<file path="src/rtl/sspwm_pkg.sv">
`default_nettype none
// ----------------------------------------------------------------------------
// sspwm_pkg: shared types and constants of the servo slew-limited PWM bank
// Field widths, reset values, compare scaling constants, transaction structs
// and the command/status bundles between controller and datapath.
// ----------------------------------------------------------------------------
package sspwm_pkg;

  localparam int CHANNELS_DEF = 4;

  localparam int IDX_W   = 4;
  localparam int STEP_W  = 16;
  localparam int WIDTH_W = 15;
  localparam int CMP_W   = 14;

  localparam logic [WIDTH_W-1:0] WIDTH_FULL     = 15'd20000;
  localparam logic [WIDTH_W-1:0] INIT_RESET     = 15'd1500;
  localparam logic [STEP_W-1:0]  STEP_RESET     = 16'hFFFF;
  localparam logic [CMP_W-1:0]   COMPARE_PERIOD = 14'd9215;

  // position*9215 stays below 2^28; divide by 20000 via reciprocal + one fixup
  localparam int PROD_W      = 28;
  localparam int RECIP_SHIFT = 28;
  localparam int RECIP_W     = 14;
  localparam logic [RECIP_W-1:0] RECIP = RECIP_W'((64'd1 << RECIP_SHIFT) / 64'd20000);

  typedef enum logic {
    REQ_SET  = 1'b0,
    REQ_TICK = 1'b1
  } req_t;

  typedef enum logic {
    KIND_ACK    = 1'b0,
    KIND_UPDATE = 1'b1
  } kind_t;

  typedef enum logic {
    ST_OK        = 1'b0,
    ST_BAD_INDEX = 1'b1
  } status_t;

  typedef struct packed {
    req_t               req_type;
    logic [IDX_W-1:0]   servo_index;
    logic [STEP_W-1:0]  step_size;
    logic [WIDTH_W-1:0] target_width;
  } in_t;

  typedef struct packed {
    kind_t              result_kind;
    logic [IDX_W-1:0]   channel;
    logic [CMP_W-1:0]   compare_value;
    status_t            status;
    logic               last;
  } out_t;

  // controller -> datapath
  typedef struct packed {
    logic cfg_we;
    logic cmd_acc;
    logic tick_acc;
    logic visit;
    logic mul;
    logic fix;
    logic flush;
  } ctl_cmd_t;

  // datapath -> controller
  typedef struct packed {
    logic moving;
    logic ch_last;
  } dp_stat_t;

endpackage
`default_nettype wire

</file>
<file path="src/rtl/servo_slew_limited_pwm_bank.sv">
`default_nettype none
// ----------------------------------------------------------------------------
// servo_slew_limited_pwm_bank: slew-rate limited servo PWM compare bank
// A bank of servo channels, each with a position, goal and slew step in
// microseconds. Commands set one channel's goal and step; ticks move every
// channel off its goal one step toward it and report its new compare value.
// ----------------------------------------------------------------------------
//
//  channel  | ports                          | handshake
//  ---------+--------------------------------+-------------------------------
//  request  | start, busy, in_data           | taken when start && !busy
//  result   | out_strobe, out_data           | one-cycle strobe, no backpressure
//  config   | cfg_valid, cfg_ready, cfg_data | written when valid && ready
//
// Timing: a command transaction is acknowledged on the result ports in the
//   following cycle and busy stays low, so commands may come every cycle.
// A tick walks the channels one at a time through the single slew/scaling
//   datapath: a channel at its goal is only visited, a moving one is visited
//   (step + multiply), then goes through the reciprocal multiply and the
//   quotient fixup, and a final flush releases the last update. Busy stays
//   high for the whole walk.
// Each update waits for the next one so the final one can carry last;
//   updates therefore come out strobed at irregular spacing within the walk.
// Reset (rst_n low, synchronous) loads every channel with 1500 and maximum
//   step. Config writes are taken only while idle with no request offered,
//   and reload every channel.
// The result side cannot stall; nothing here waits on it.
// ----------------------------------------------------------------------------
module servo_slew_limited_pwm_bank import sspwm_pkg::*; #(
  parameter int CHANNELS = CHANNELS_DEF
) (
  input  wire logic               clk,
  input  wire logic               rst_n,
  // request transactions
  input  wire logic               start,
  output logic                    busy,
  input  wire in_t                in_data,
  // result transactions
  output logic                    out_strobe,
  output out_t                    out_data,
  // init_position register
  input  wire logic               cfg_valid,
  output logic                    cfg_ready,
  input  wire logic [WIDTH_W-1:0] cfg_data
);

  ctl_cmd_t ctl_cmd;
  dp_stat_t dp_stat;

  // sequencer: owns busy and cfg_ready, issues one command per cycle
  sspwm_ctrl u_ctrl (
    .clk       (clk),
    .rst_n     (rst_n),
    .start     (start),
    .req_type  (in_data.req_type),
    .cfg_valid (cfg_valid),
    .stat      (dp_stat),
    .busy      (busy),
    .cfg_ready (cfg_ready),
    .cmd       (ctl_cmd)
  );

  // channel registers, slew step, compare scaling and output register
  sspwm_dp #(
    .CHANNELS (CHANNELS)
  ) u_dp (
    .clk        (clk),
    .rst_n      (rst_n),
    .cmd        (ctl_cmd),
    .in_data    (in_data),
    .cfg_data   (cfg_data),
    .stat       (dp_stat),
    .out_strobe (out_strobe),
    .out_data   (out_data)
  );

endmodule
`default_nettype wire

</file>
<file path="src/rtl/sspwm_ctrl.sv">
`default_nettype none
// ----------------------------------------------------------------------------
// sspwm_ctrl: sequencer of the servo PWM bank
// Accepts transactions, walks the channels on a tick and steps the
// compare-value pipeline for every channel that moves.
// ----------------------------------------------------------------------------
module sspwm_ctrl import sspwm_pkg::*; (
  input  wire logic     clk,
  input  wire logic     rst_n,
  input  wire logic     start,
  input  wire req_t     req_type,
  input  wire logic     cfg_valid,
  input  wire dp_stat_t stat,
  output logic          busy,
  output logic          cfg_ready,
  output ctl_cmd_t      cmd
);

  typedef enum logic [4:0] {
    S_IDLE  = 5'b00001,
    S_VISIT = 5'b00010,
    S_MUL   = 5'b00100,
    S_FIX   = 5'b01000,
    S_FLUSH = 5'b10000
  } state_t;

  state_t state_r, state_nxt;

  always_ff @(posedge clk) begin
    if (!rst_n) begin
      state_r <= S_IDLE;
    end else begin
      state_r <= state_nxt;
    end
  end

  assign busy      = (state_r != S_IDLE);
  // a config write never shares an edge with a request transaction
  assign cfg_ready = !busy && !start;

  always_comb begin
    state_nxt    = state_r;
    cmd          = '0;
    cmd.cfg_we   = cfg_valid && cfg_ready;
    case (state_r)
      S_IDLE: begin
        if (start) begin
          if (req_type == REQ_TICK) begin
            cmd.tick_acc = 1'b1;
            state_nxt    = S_VISIT;
          end else begin
            cmd.cmd_acc = 1'b1;
          end
        end
      end
      S_VISIT: begin
        cmd.visit = 1'b1;
        if (stat.moving) begin
          state_nxt = S_MUL;
        end else if (stat.ch_last) begin
          state_nxt = S_FLUSH;
        end
      end
      S_MUL: begin
        cmd.mul   = 1'b1;
        state_nxt = S_FIX;
      end
      S_FIX: begin
        cmd.fix   = 1'b1;
        state_nxt = stat.ch_last ? S_FLUSH : S_VISIT;
      end
      S_FLUSH: begin
        cmd.flush = 1'b1;
        state_nxt = S_IDLE;
      end
      default: begin
        state_nxt = S_IDLE;
      end
    endcase
  end

endmodule
`default_nettype wire

</file>
<file path="src/rtl/sspwm_dp.sv">
`default_nettype none
// ----------------------------------------------------------------------------
// sspwm_dp: channel state and compare-value datapath
// Per-channel position/goal/step registers, the slew step, the scaling
// multiply/reciprocal-divide pipeline, a one-deep pending result and the
// output register.
// ----------------------------------------------------------------------------
module sspwm_dp import sspwm_pkg::*; #(
  parameter int CHANNELS = CHANNELS_DEF
) (
  input  wire logic               clk,
  input  wire logic               rst_n,
  input  wire ctl_cmd_t           cmd,
  input  wire in_t                in_data,
  input  wire logic [WIDTH_W-1:0] cfg_data,
  output dp_stat_t                stat,
  output logic                    out_strobe,
  output out_t                    out_data
);

  localparam int CH_W = (CHANNELS > 1) ? $clog2(CHANNELS) : 1;
  localparam logic [CH_W-1:0]  CH_LAST = CH_W'(CHANNELS - 1);
  localparam logic [IDX_W-1:0] IDX_MAX = IDX_W'(CHANNELS);

  function automatic logic [WIDTH_W-1:0] sat_width(input logic [WIDTH_W-1:0] v);
    sat_width = (v > WIDTH_FULL) ? WIDTH_FULL : v;
  endfunction

  logic [WIDTH_W-1:0] cur_r  [CHANNELS];
  logic [WIDTH_W-1:0] goal_r [CHANNELS];
  logic [STEP_W-1:0]  step_r [CHANNELS];
  logic [CH_W-1:0]    ch_r;
  logic [PROD_W-1:0]  prod_r;
  logic [CMP_W-1:0]   quot_r;
  logic               pend_v_r;
  logic [IDX_W-1:0]   pend_ch_r;
  logic [CMP_W-1:0]   pend_cmp_r;
  logic               out_strobe_r;
  out_t               out_r;

  // channel visit
  logic [WIDTH_W-1:0] cur_sel, goal_sel, pos_nxt;
  logic [STEP_W-1:0]  step_sel, gap;
  logic               going_up;
  logic [WIDTH_W+CMP_W-1:0] prod_full;

  always_comb begin
    cur_sel  = cur_r[ch_r];
    goal_sel = goal_r[ch_r];
    step_sel = step_r[ch_r];
    going_up = (cur_sel < goal_sel);
    gap      = going_up ? STEP_W'(goal_sel - cur_sel) : STEP_W'(cur_sel - goal_sel);
    if (gap <= step_sel) begin
      pos_nxt = goal_sel;
    end else if (going_up) begin
      pos_nxt = cur_sel + step_sel[WIDTH_W-1:0];
    end else begin
      pos_nxt = cur_sel - step_sel[WIDTH_W-1:0];
    end
    prod_full = pos_nxt * COMPARE_PERIOD;
  end

  assign stat.moving  = (cur_sel != goal_sel);
  assign stat.ch_last = (ch_r == CH_LAST);

  // quotient estimate is low by at most one; fix with one compare
  logic [PROD_W+RECIP_W-1:0] recip_full;
  logic [CMP_W+WIDTH_W-1:0]  back_full;
  logic [PROD_W-1:0]         rem;
  logic [CMP_W-1:0]          cmp_val;

  always_comb begin
    recip_full = prod_r * RECIP;
    back_full  = quot_r * WIDTH_FULL;
    rem        = prod_r - back_full[PROD_W-1:0];
    cmp_val    = quot_r + CMP_W'(rem >= PROD_W'(WIDTH_FULL));
  end

  // command decode
  logic [IDX_W-1:0] idx_m1;
  logic [CH_W-1:0]  waddr;
  logic             idx_ok;

  assign idx_ok = (in_data.servo_index != '0) && (in_data.servo_index <= IDX_MAX);
  assign idx_m1 = in_data.servo_index - IDX_W'(1);
  assign waddr  = idx_m1[CH_W-1:0];

  always_ff @(posedge clk) begin
    if (!rst_n) begin
      for (int i = 0; i < CHANNELS; i++) begin
        cur_r[i]  <= INIT_RESET;
        goal_r[i] <= INIT_RESET;
        step_r[i] <= STEP_RESET;
      end
    end else if (cmd.cfg_we) begin
      for (int i = 0; i < CHANNELS; i++) begin
        cur_r[i]  <= sat_width(cfg_data);
        goal_r[i] <= sat_width(cfg_data);
        step_r[i] <= STEP_RESET;
      end
    end else begin
      if (cmd.cmd_acc && idx_ok) begin
        goal_r[waddr] <= sat_width(in_data.target_width);
        step_r[waddr] <= in_data.step_size;
      end
      if (cmd.visit && stat.moving) begin
        cur_r[ch_r] <= pos_nxt;
      end
    end
  end

  always_ff @(posedge clk) begin
    if (!rst_n) begin
      ch_r <= '0;
    end else if (cmd.tick_acc) begin
      ch_r <= '0;
    end else if ((cmd.visit && !stat.moving) || cmd.fix) begin
      ch_r <= ch_r + CH_W'(1);
    end
  end

  always_ff @(posedge clk) begin
    if (cmd.visit) begin
      prod_r <= prod_full[PROD_W-1:0];
    end
    if (cmd.mul) begin
      quot_r <= recip_full[RECIP_SHIFT +: CMP_W];
    end
    if (cmd.fix) begin
      pend_ch_r  <= IDX_W'(ch_r) + IDX_W'(1);
      pend_cmp_r <= cmp_val;
    end
  end

  // pending update is released when the next mover or the end of the walk shows up
  always_ff @(posedge clk) begin
    if (!rst_n) begin
      pend_v_r     <= 1'b0;
      out_strobe_r <= 1'b0;
    end else begin
      out_strobe_r <= 1'b0;
      if (cmd.cmd_acc) begin
        out_strobe_r <= 1'b1;
      end else if (cmd.fix) begin
        out_strobe_r <= pend_v_r;
        pend_v_r     <= 1'b1;
      end else if (cmd.flush) begin
        out_strobe_r <= pend_v_r;
        pend_v_r     <= 1'b0;
      end
    end
  end

  always_ff @(posedge clk) begin
    if (cmd.cmd_acc) begin
      out_r.result_kind   <= KIND_ACK;
      out_r.channel       <= in_data.servo_index;
      out_r.compare_value <= '0;
      out_r.status        <= idx_ok ? ST_OK : ST_BAD_INDEX;
      out_r.last          <= 1'b1;
    end else if (cmd.fix || cmd.flush) begin
      out_r.result_kind   <= KIND_UPDATE;
      out_r.channel       <= pend_ch_r;
      out_r.compare_value <= pend_cmp_r;
      out_r.status        <= ST_OK;
      out_r.last          <= cmd.flush;
    end
  end

  assign out_strobe = out_strobe_r;
  assign out_data   = out_r;

endmodule
`default_nettype wire

</file>
<file path="config.mk">
export PLATFORM = sky130hd
export DESIGN_NAME = servo_slew_limited_pwm_bank
export DESIGN_NICKNAME = d
export VERILOG_FILES = /design/src/rtl/sspwm_pkg.sv /design/src/rtl/servo_slew_limited_pwm_bank.sv /design/src/rtl/sspwm_ctrl.sv /design/src/rtl/sspwm_dp.sv
export SDC_FILE = /design/constraint.sdc
export NUM_CORES = 1
export LEC_CHECK = 0
export BUFFER_PORTS_ARGS = -buffer_cell sky130_fd_sc_hd__buf_2
export CAP_MARGIN = 20
export CORE_AREA = 5 5 324 326
export CTS_BUF_LIST = sky130_fd_sc_hd__clkbuf_2
export DETAILED_ROUTE_END_ITERATION = 8
export DIE_AREA = 0 0 329 331
export SLEW_MARGIN = 20
export SYNTH_ARGS = -nofsm -noshare
export SYNTH_HDL_FRONTEND = slang
export SYNTH_HIERARCHICAL = 1
export SYNTH_SLANG_ARGS = --single-unit
export TNS_END_PERCENT = 10
</file>
<file path="constraint.sdc">
create_clock -name clk -period 33.1 [get_ports clk]
set_clock_uncertainty 0.2 [all_clocks]
set_input_delay 6.62 -clock clk [delete_from_list [all_inputs] [get_ports clk]]
set_output_delay 6.62 -clock clk [all_outputs]
set_load 0.02 [all_outputs]
</file>
; Word-level counts from Yosys, hierarchy flattened
; Memories as Yosys holds them, arrays and structs flattened. A register that Yosys moved wholly into a read port is not among the register bits.
; Index checks and enable logic that the tools add are counted.
[classes]
n_reduce_logical = 20
mux = 66
n_eq_ne = 11
n_shift = 0
n_div = 0
n_lt_le_gt_ge = 6
mul = 3
n_bitwise = 14
add_sub_neg = 9
[ops]
columns = operator, n
row1 = two-way mux 15 bit, 14
row2 = two-way mux 16 bit, 6
row3 = multiplier 28 x 14 -> 42 bit (second input constant), 1
row4 = two-way mux 20 bit, 2
row5 = subtractor 15 x 15 -> 16 bit, 2
row6 = greater-than comparator 15 bit (second input constant), 2
row7 = OR reduction 15 bit, 2
row8 = greater-or-equal comparator 28 x 15 -> 1 bit (second input constant), 1
row9 = multiplier 15 x 14 -> 28 bit (second input constant), 1
row10 = subtractor 28 bit, 1
row11 = two-way mux 1 bit, 27
row12 = two-way mux 5 bit, 5
row13 = multiplier 14 x 10 -> 23 bit (second input constant), 1
row14 = two-way mux 2 bit, 11
row15 = one-hot mux 5 bit (4 select lines), 1
row16 = less-or-equal comparator 16 bit, 1
row17 = OR reduction 16 bit, 1
row18 = adder 15 bit, 1
row19 = less-than comparator 15 bit, 1
row20 = inequality test 15 bit, 1
row21 = subtractor 15 bit, 1
row22 = adder 14 x 1 -> 14 bit, 1
row23 = OR 1 bit, 12
row24 = logical AND 1 bit, 6
row25 = other kinds (21), 27
[totals]
inputBits = 55
n_memories = 3
rom_bits = 0
wordCells = 145
register_bits = 90
ramBits = 184
out_inout_bits = 24
latch_bits = 0
[mem_list]
columns = memory, words, width, read_ports, rd_ports_with_merged_regs, wr, line_no
row1 = u_dp.step_r, 4, 16, 1, 1, 4, sspwm_dp.sv:31  ; logic [STEP_W-1:0] step_r [CHANNELS];
row2 = u_dp.cur_r, 4, 15, 1, 1, 4, sspwm_dp.sv:29  ; logic [WIDTH_W-1:0] cur_r [CHANNELS];
row3 = u_dp.goal_r, 4, 15, 1, 1, 4, sspwm_dp.sv:30  ; logic [WIDTH_W-1:0] goal_r [CHANNELS];

; Logic depth before layout (Yosys ltp)
[logic_depth]
ltp_word = 10
depth_mapped = 51
mapped_depth_nobuf = 45

; Modules after synthesis
; The synthesis kept the hierarchy.
[modules_own_cells]
columns = module, n_inst, cells_each, area_each_um2, seq_area_each_um2
row1 = sspwm_dp, 1, 2577, 27889.2, 7887.6
row2 = sspwm_ctrl, 1, 34, 337.8, 100.1

; Worst setup path after synthesis
; OpenSTA, ideal clock, no wires.
[synth_path]
kind = input to output
start = in start
end = out cfg_ready
path_slack_ps = 19367
t_arrival_ps = 6913
t_required_ps = 26280
path_stages = 1
path_buffers = 0
path_cell_list = nor2_1
[synth_via]
elab_chain_len = 2
[synth_lines]
columns = item, line_no
row1 = from (decl), servo_slew_limited_pwm_bank.sv:35  ; input wire logic start,
row2 = logical NOT 1 bit, sspwm_ctrl.sv:39  ; assign cfg_ready = !busy && !start;
row3 = logical AND 1 bit, sspwm_ctrl.sv:39
row4 = to (decl), servo_slew_limited_pwm_bank.sv:43  ; output logic cfg_ready,
; No other way between the ends.

; Worst setup path in the final report
; Same ends and word-level chain as after synthesis.

==> flow_summary.yaml <==
cells_and_area:
  final_common_cell: "inv_1"
  final_cell_mix: "inv_1, ha_1, fa_1, edfxtp_1, a21oi_1"
  area_delta_synth_final_pct: 10.06
  fin_util_pct: 30.62
  final_net_count: 3477
  drive_gt1_share_pct: 10.61
  fin_cells: 4175
worst_setup_path:
  crit_arrival_ps: 7020
  cp_max_fo: 4
  rrSetupSlack_ps: 19630
  crit_top_cell: "buf_2"
  cp_slowest_stage_delay_ps: 170
  crit_buf_inv: 2
  crit_family: "buffers and inverters"
  crit_type: "input pin to primary output"
  crit_chain: "buf_2 -> nor2_1 -> buf_2"
  cp-startpoint: "start"
  end_kind: "primary output"
  crit_slowest_cell: "buf_2"
  crit_required_ps: 26280
  start_kind: "input pin"
timing:
  final.setup.tns_ps: 0
  fin_crit_ps: 13840
  final-max-slew-violation-count: 0
  hold_violations: 0
  finalCritPeriodShare_pct: 41.81
  rsz0062_at_grt: "false"
  fmax_mhz: 72.27
  relSlewSlack_pct: 19.99
  setup_viol: 0
  tightest_slew_ps: 1184
  holdWs_ps: 248.9
yosys:
  ys_ff_latch: 275
  yosysUniqueCellTypes: 86
  synth_edf_count: 248
  synth_nets: 3343
  syn_area_per_cell_um2: 10.81
  synth_top_flop_cell: "edfxtp_1"
  synthArstFlopShare_pct: 0
  syn_area_um2: 28230
  ys_seq_area_share_pct: 28.30
  synthCells: 2611
  yosys_warnings: 6
place:
  dp_cells: 4035
  globalplace.congestion: 0.8987
  port_buffers: 78
  hpwl_um: 55680
grt:
  grt_pass1_vias: 19630
  grt_max_degree: 47
  antenna_found_initial: 9
  grt_usage_pct: 12.67
  grt_overflow: 0
  grt_first_pass_wirelength_um: 109100
clock_network:
  h-tree-depth: 3
  clock-root-buffer: "clkbuf_2"
  numCtsBuffers: 74
  cts.sinks: 275
  clk_pin_slew_ps: 80
  cts_tree: "built"
  postCtsHoldBufs: 0
  clockBufferDepth: 3
  cts_resized: 0
  clk_latency_ps: 1070
  post_cts_buffers: 0
detailed_routing:
  dr.pass1.iters: 5
  drc: 0
  wirelength_um: 69020
  ant_nets: 0
  routed_via_density: 4.617
  wl_per_cell_um: 16.53
  drt-initial-drc-count: 1024
  vias: 19275
floorplan:
  fp.dieW_um: 329
  rows: 117
  die-height_um: 331
  dieArea_um2: 108900
  coreArea_um2: 101400
  initial_core_util_pct: 27.82
  pin_count: 79
worst_hold_path:
  hold_class: "flop to flop"
  hold_start: "u_dp/out_data[20]$_SDFFE_PP0N_"
run_status:
  status: "complete, no violations"
flow_run:
  drv_cap: 0
## worst register-to-register path, delay by kind of cell, from the launching register on
kind,cells,cell delay [ps]
muxes,2,980
buffers and inverters,9,1620
xor gates and xnor gates,2,240
and+or+nand+nor,4,360
adders and majority gates,10,3990
DFF,1,620
AOI/OAI and AO/OA,17,5220
## sequential cells by signal (all words and copies together), names as in the netlist, named ones only
| register | cells |
|---|---|
| u_dp/out_data | 21 |
| u_dp/pend_v_r | 1 |
| u_dp/pend_ch_r | 3 |
| u_dp/cur_r | 60 |
| u_dp/quot_r | 14 |
| u_ctrl/state_r | 5 |
| u_dp/out_strobe | 1 |
| u_dp/ch_r | 2 |
| u_dp/goal_r | 60 |
| u_dp/pend_cmp_r | 14 |
| u_dp/prod_r | 28 |
| u_dp/step_r | 64 |
## logic make-up (layout without fill, tap and decap cells)
| family | count (synthesis) | after routing | synth area share (%) |
|---|---|---|---|
| AOI/OAI and AO/OA | 485 | 485 | 10.66 |
| xor gates and xnor gates | 117 | 117 | 3.657 |
| adders and majority gates | 677 | 677 | 37.24 |
| buffers and inverters | 553 | 742 | 7.425 |
| DFF | 275 | 275 | 28.30 |
| muxes | 67 | 67 | 4.419 |
| other | 0 | 7 | 0 |
| and+or+nand+nor | 437 | 437 | 8.298 |
## synth_stat cells (5+ instances only)
library cell / count / area (um2)
nor3b_1: 8 / 60.06
nand2b_1: 52 / 325.3
a31oi_1: 13 / 81.33
a211oi_1: 8 / 60.06
xnor2_1: 86 / 753.2
a21o_1: 36 / 270.3
mux4_2: 46 / 1036
and3_1: 12 / 75.07
o21ai_1: 14 / 70.07
clkbuf_1: 36 / 135.1
buf_2: 7 / 35.03
nand3_1: 29 / 145.1
o211ai_1: 6 / 45.04
nor4_1: 6 / 37.54
a21boi_0: 7 / 52.55
nor2_1: 84 / 315.3
and2_1: 14 / 87.58
edfxtp_1: 248 / 7447
nor3_1: 39 / 195.2
mux2i_1: 20 / 200.2
nor2b_1: 20 / 125.1
xor2_1: 30 / 262.8
a221oi_1: 6 / 52.55
fa_1: 272 / 5445
and4_1: 7 / 61.31
o21a_1: 18 / 135.1
o21bai_1: 15 / 112.6
buf_1: 5 / 18.77
o31ai_1: 8 / 60.06
nand4_1: 11 / 68.82
a22o_1: 17 / 148.9
dfxtp_1: 27 / 540.5
or3_1: 40 / 250.2
o21ai_0: 123 / 615.6
a2111oi_0: 5 / 43.79
nand2_1: 90 / 337.8
inv_1: 500 / 1877
a21oi_1: 162 / 810.8
ha_1: 405 / 5067
## cell type report
cell class,instances,area (um2)
Fill cell,10433,70380
Multi-Input combinational cell,1783,18180
Sequential cell,275,7993
Inverter,503,1888
Tap cell,1368,1712
Timing Repair Buffer,108,619.3
Clock buffer,103,515.5
Clock inverter,28,146.4
Antenna cell,7,17.52
## path summary, 6_finish.rpt
| path | end | cells after the start |
|---|---|---|
| hold / removal | u_dp/out_data[20]$_SDFFE_PP0N_ | 2 |
| hold reg to reg | u_dp/out_data[20]$_SDFFE_PP0N_ | 2 |
| setup reg to reg | u_dp/prod_r[26]$_DFFE_PP_ | 44 |
| setup / recovery | cfg_ready | 3 |
## per-stage QoR
step,worst slack (ps),instance area (um2)
floorplan,19370,28230
global placement,19210,30360
detailed placement,19270,30360
CTS,19260,31030
global route,18810,31060
finish,19260,31070
## per-layer routing
metal / GRT usage, % / share of wire [%]
met4: 2.973 / 1.6
met2: 21.96 / 49
met3: 2.107 / 4.9
met5: 0 / 0.036
met1: 16.64 / 44
Power is not shown: default switching activity piles up to over one toggle a cycle in this logic, so the estimate is an artifact.
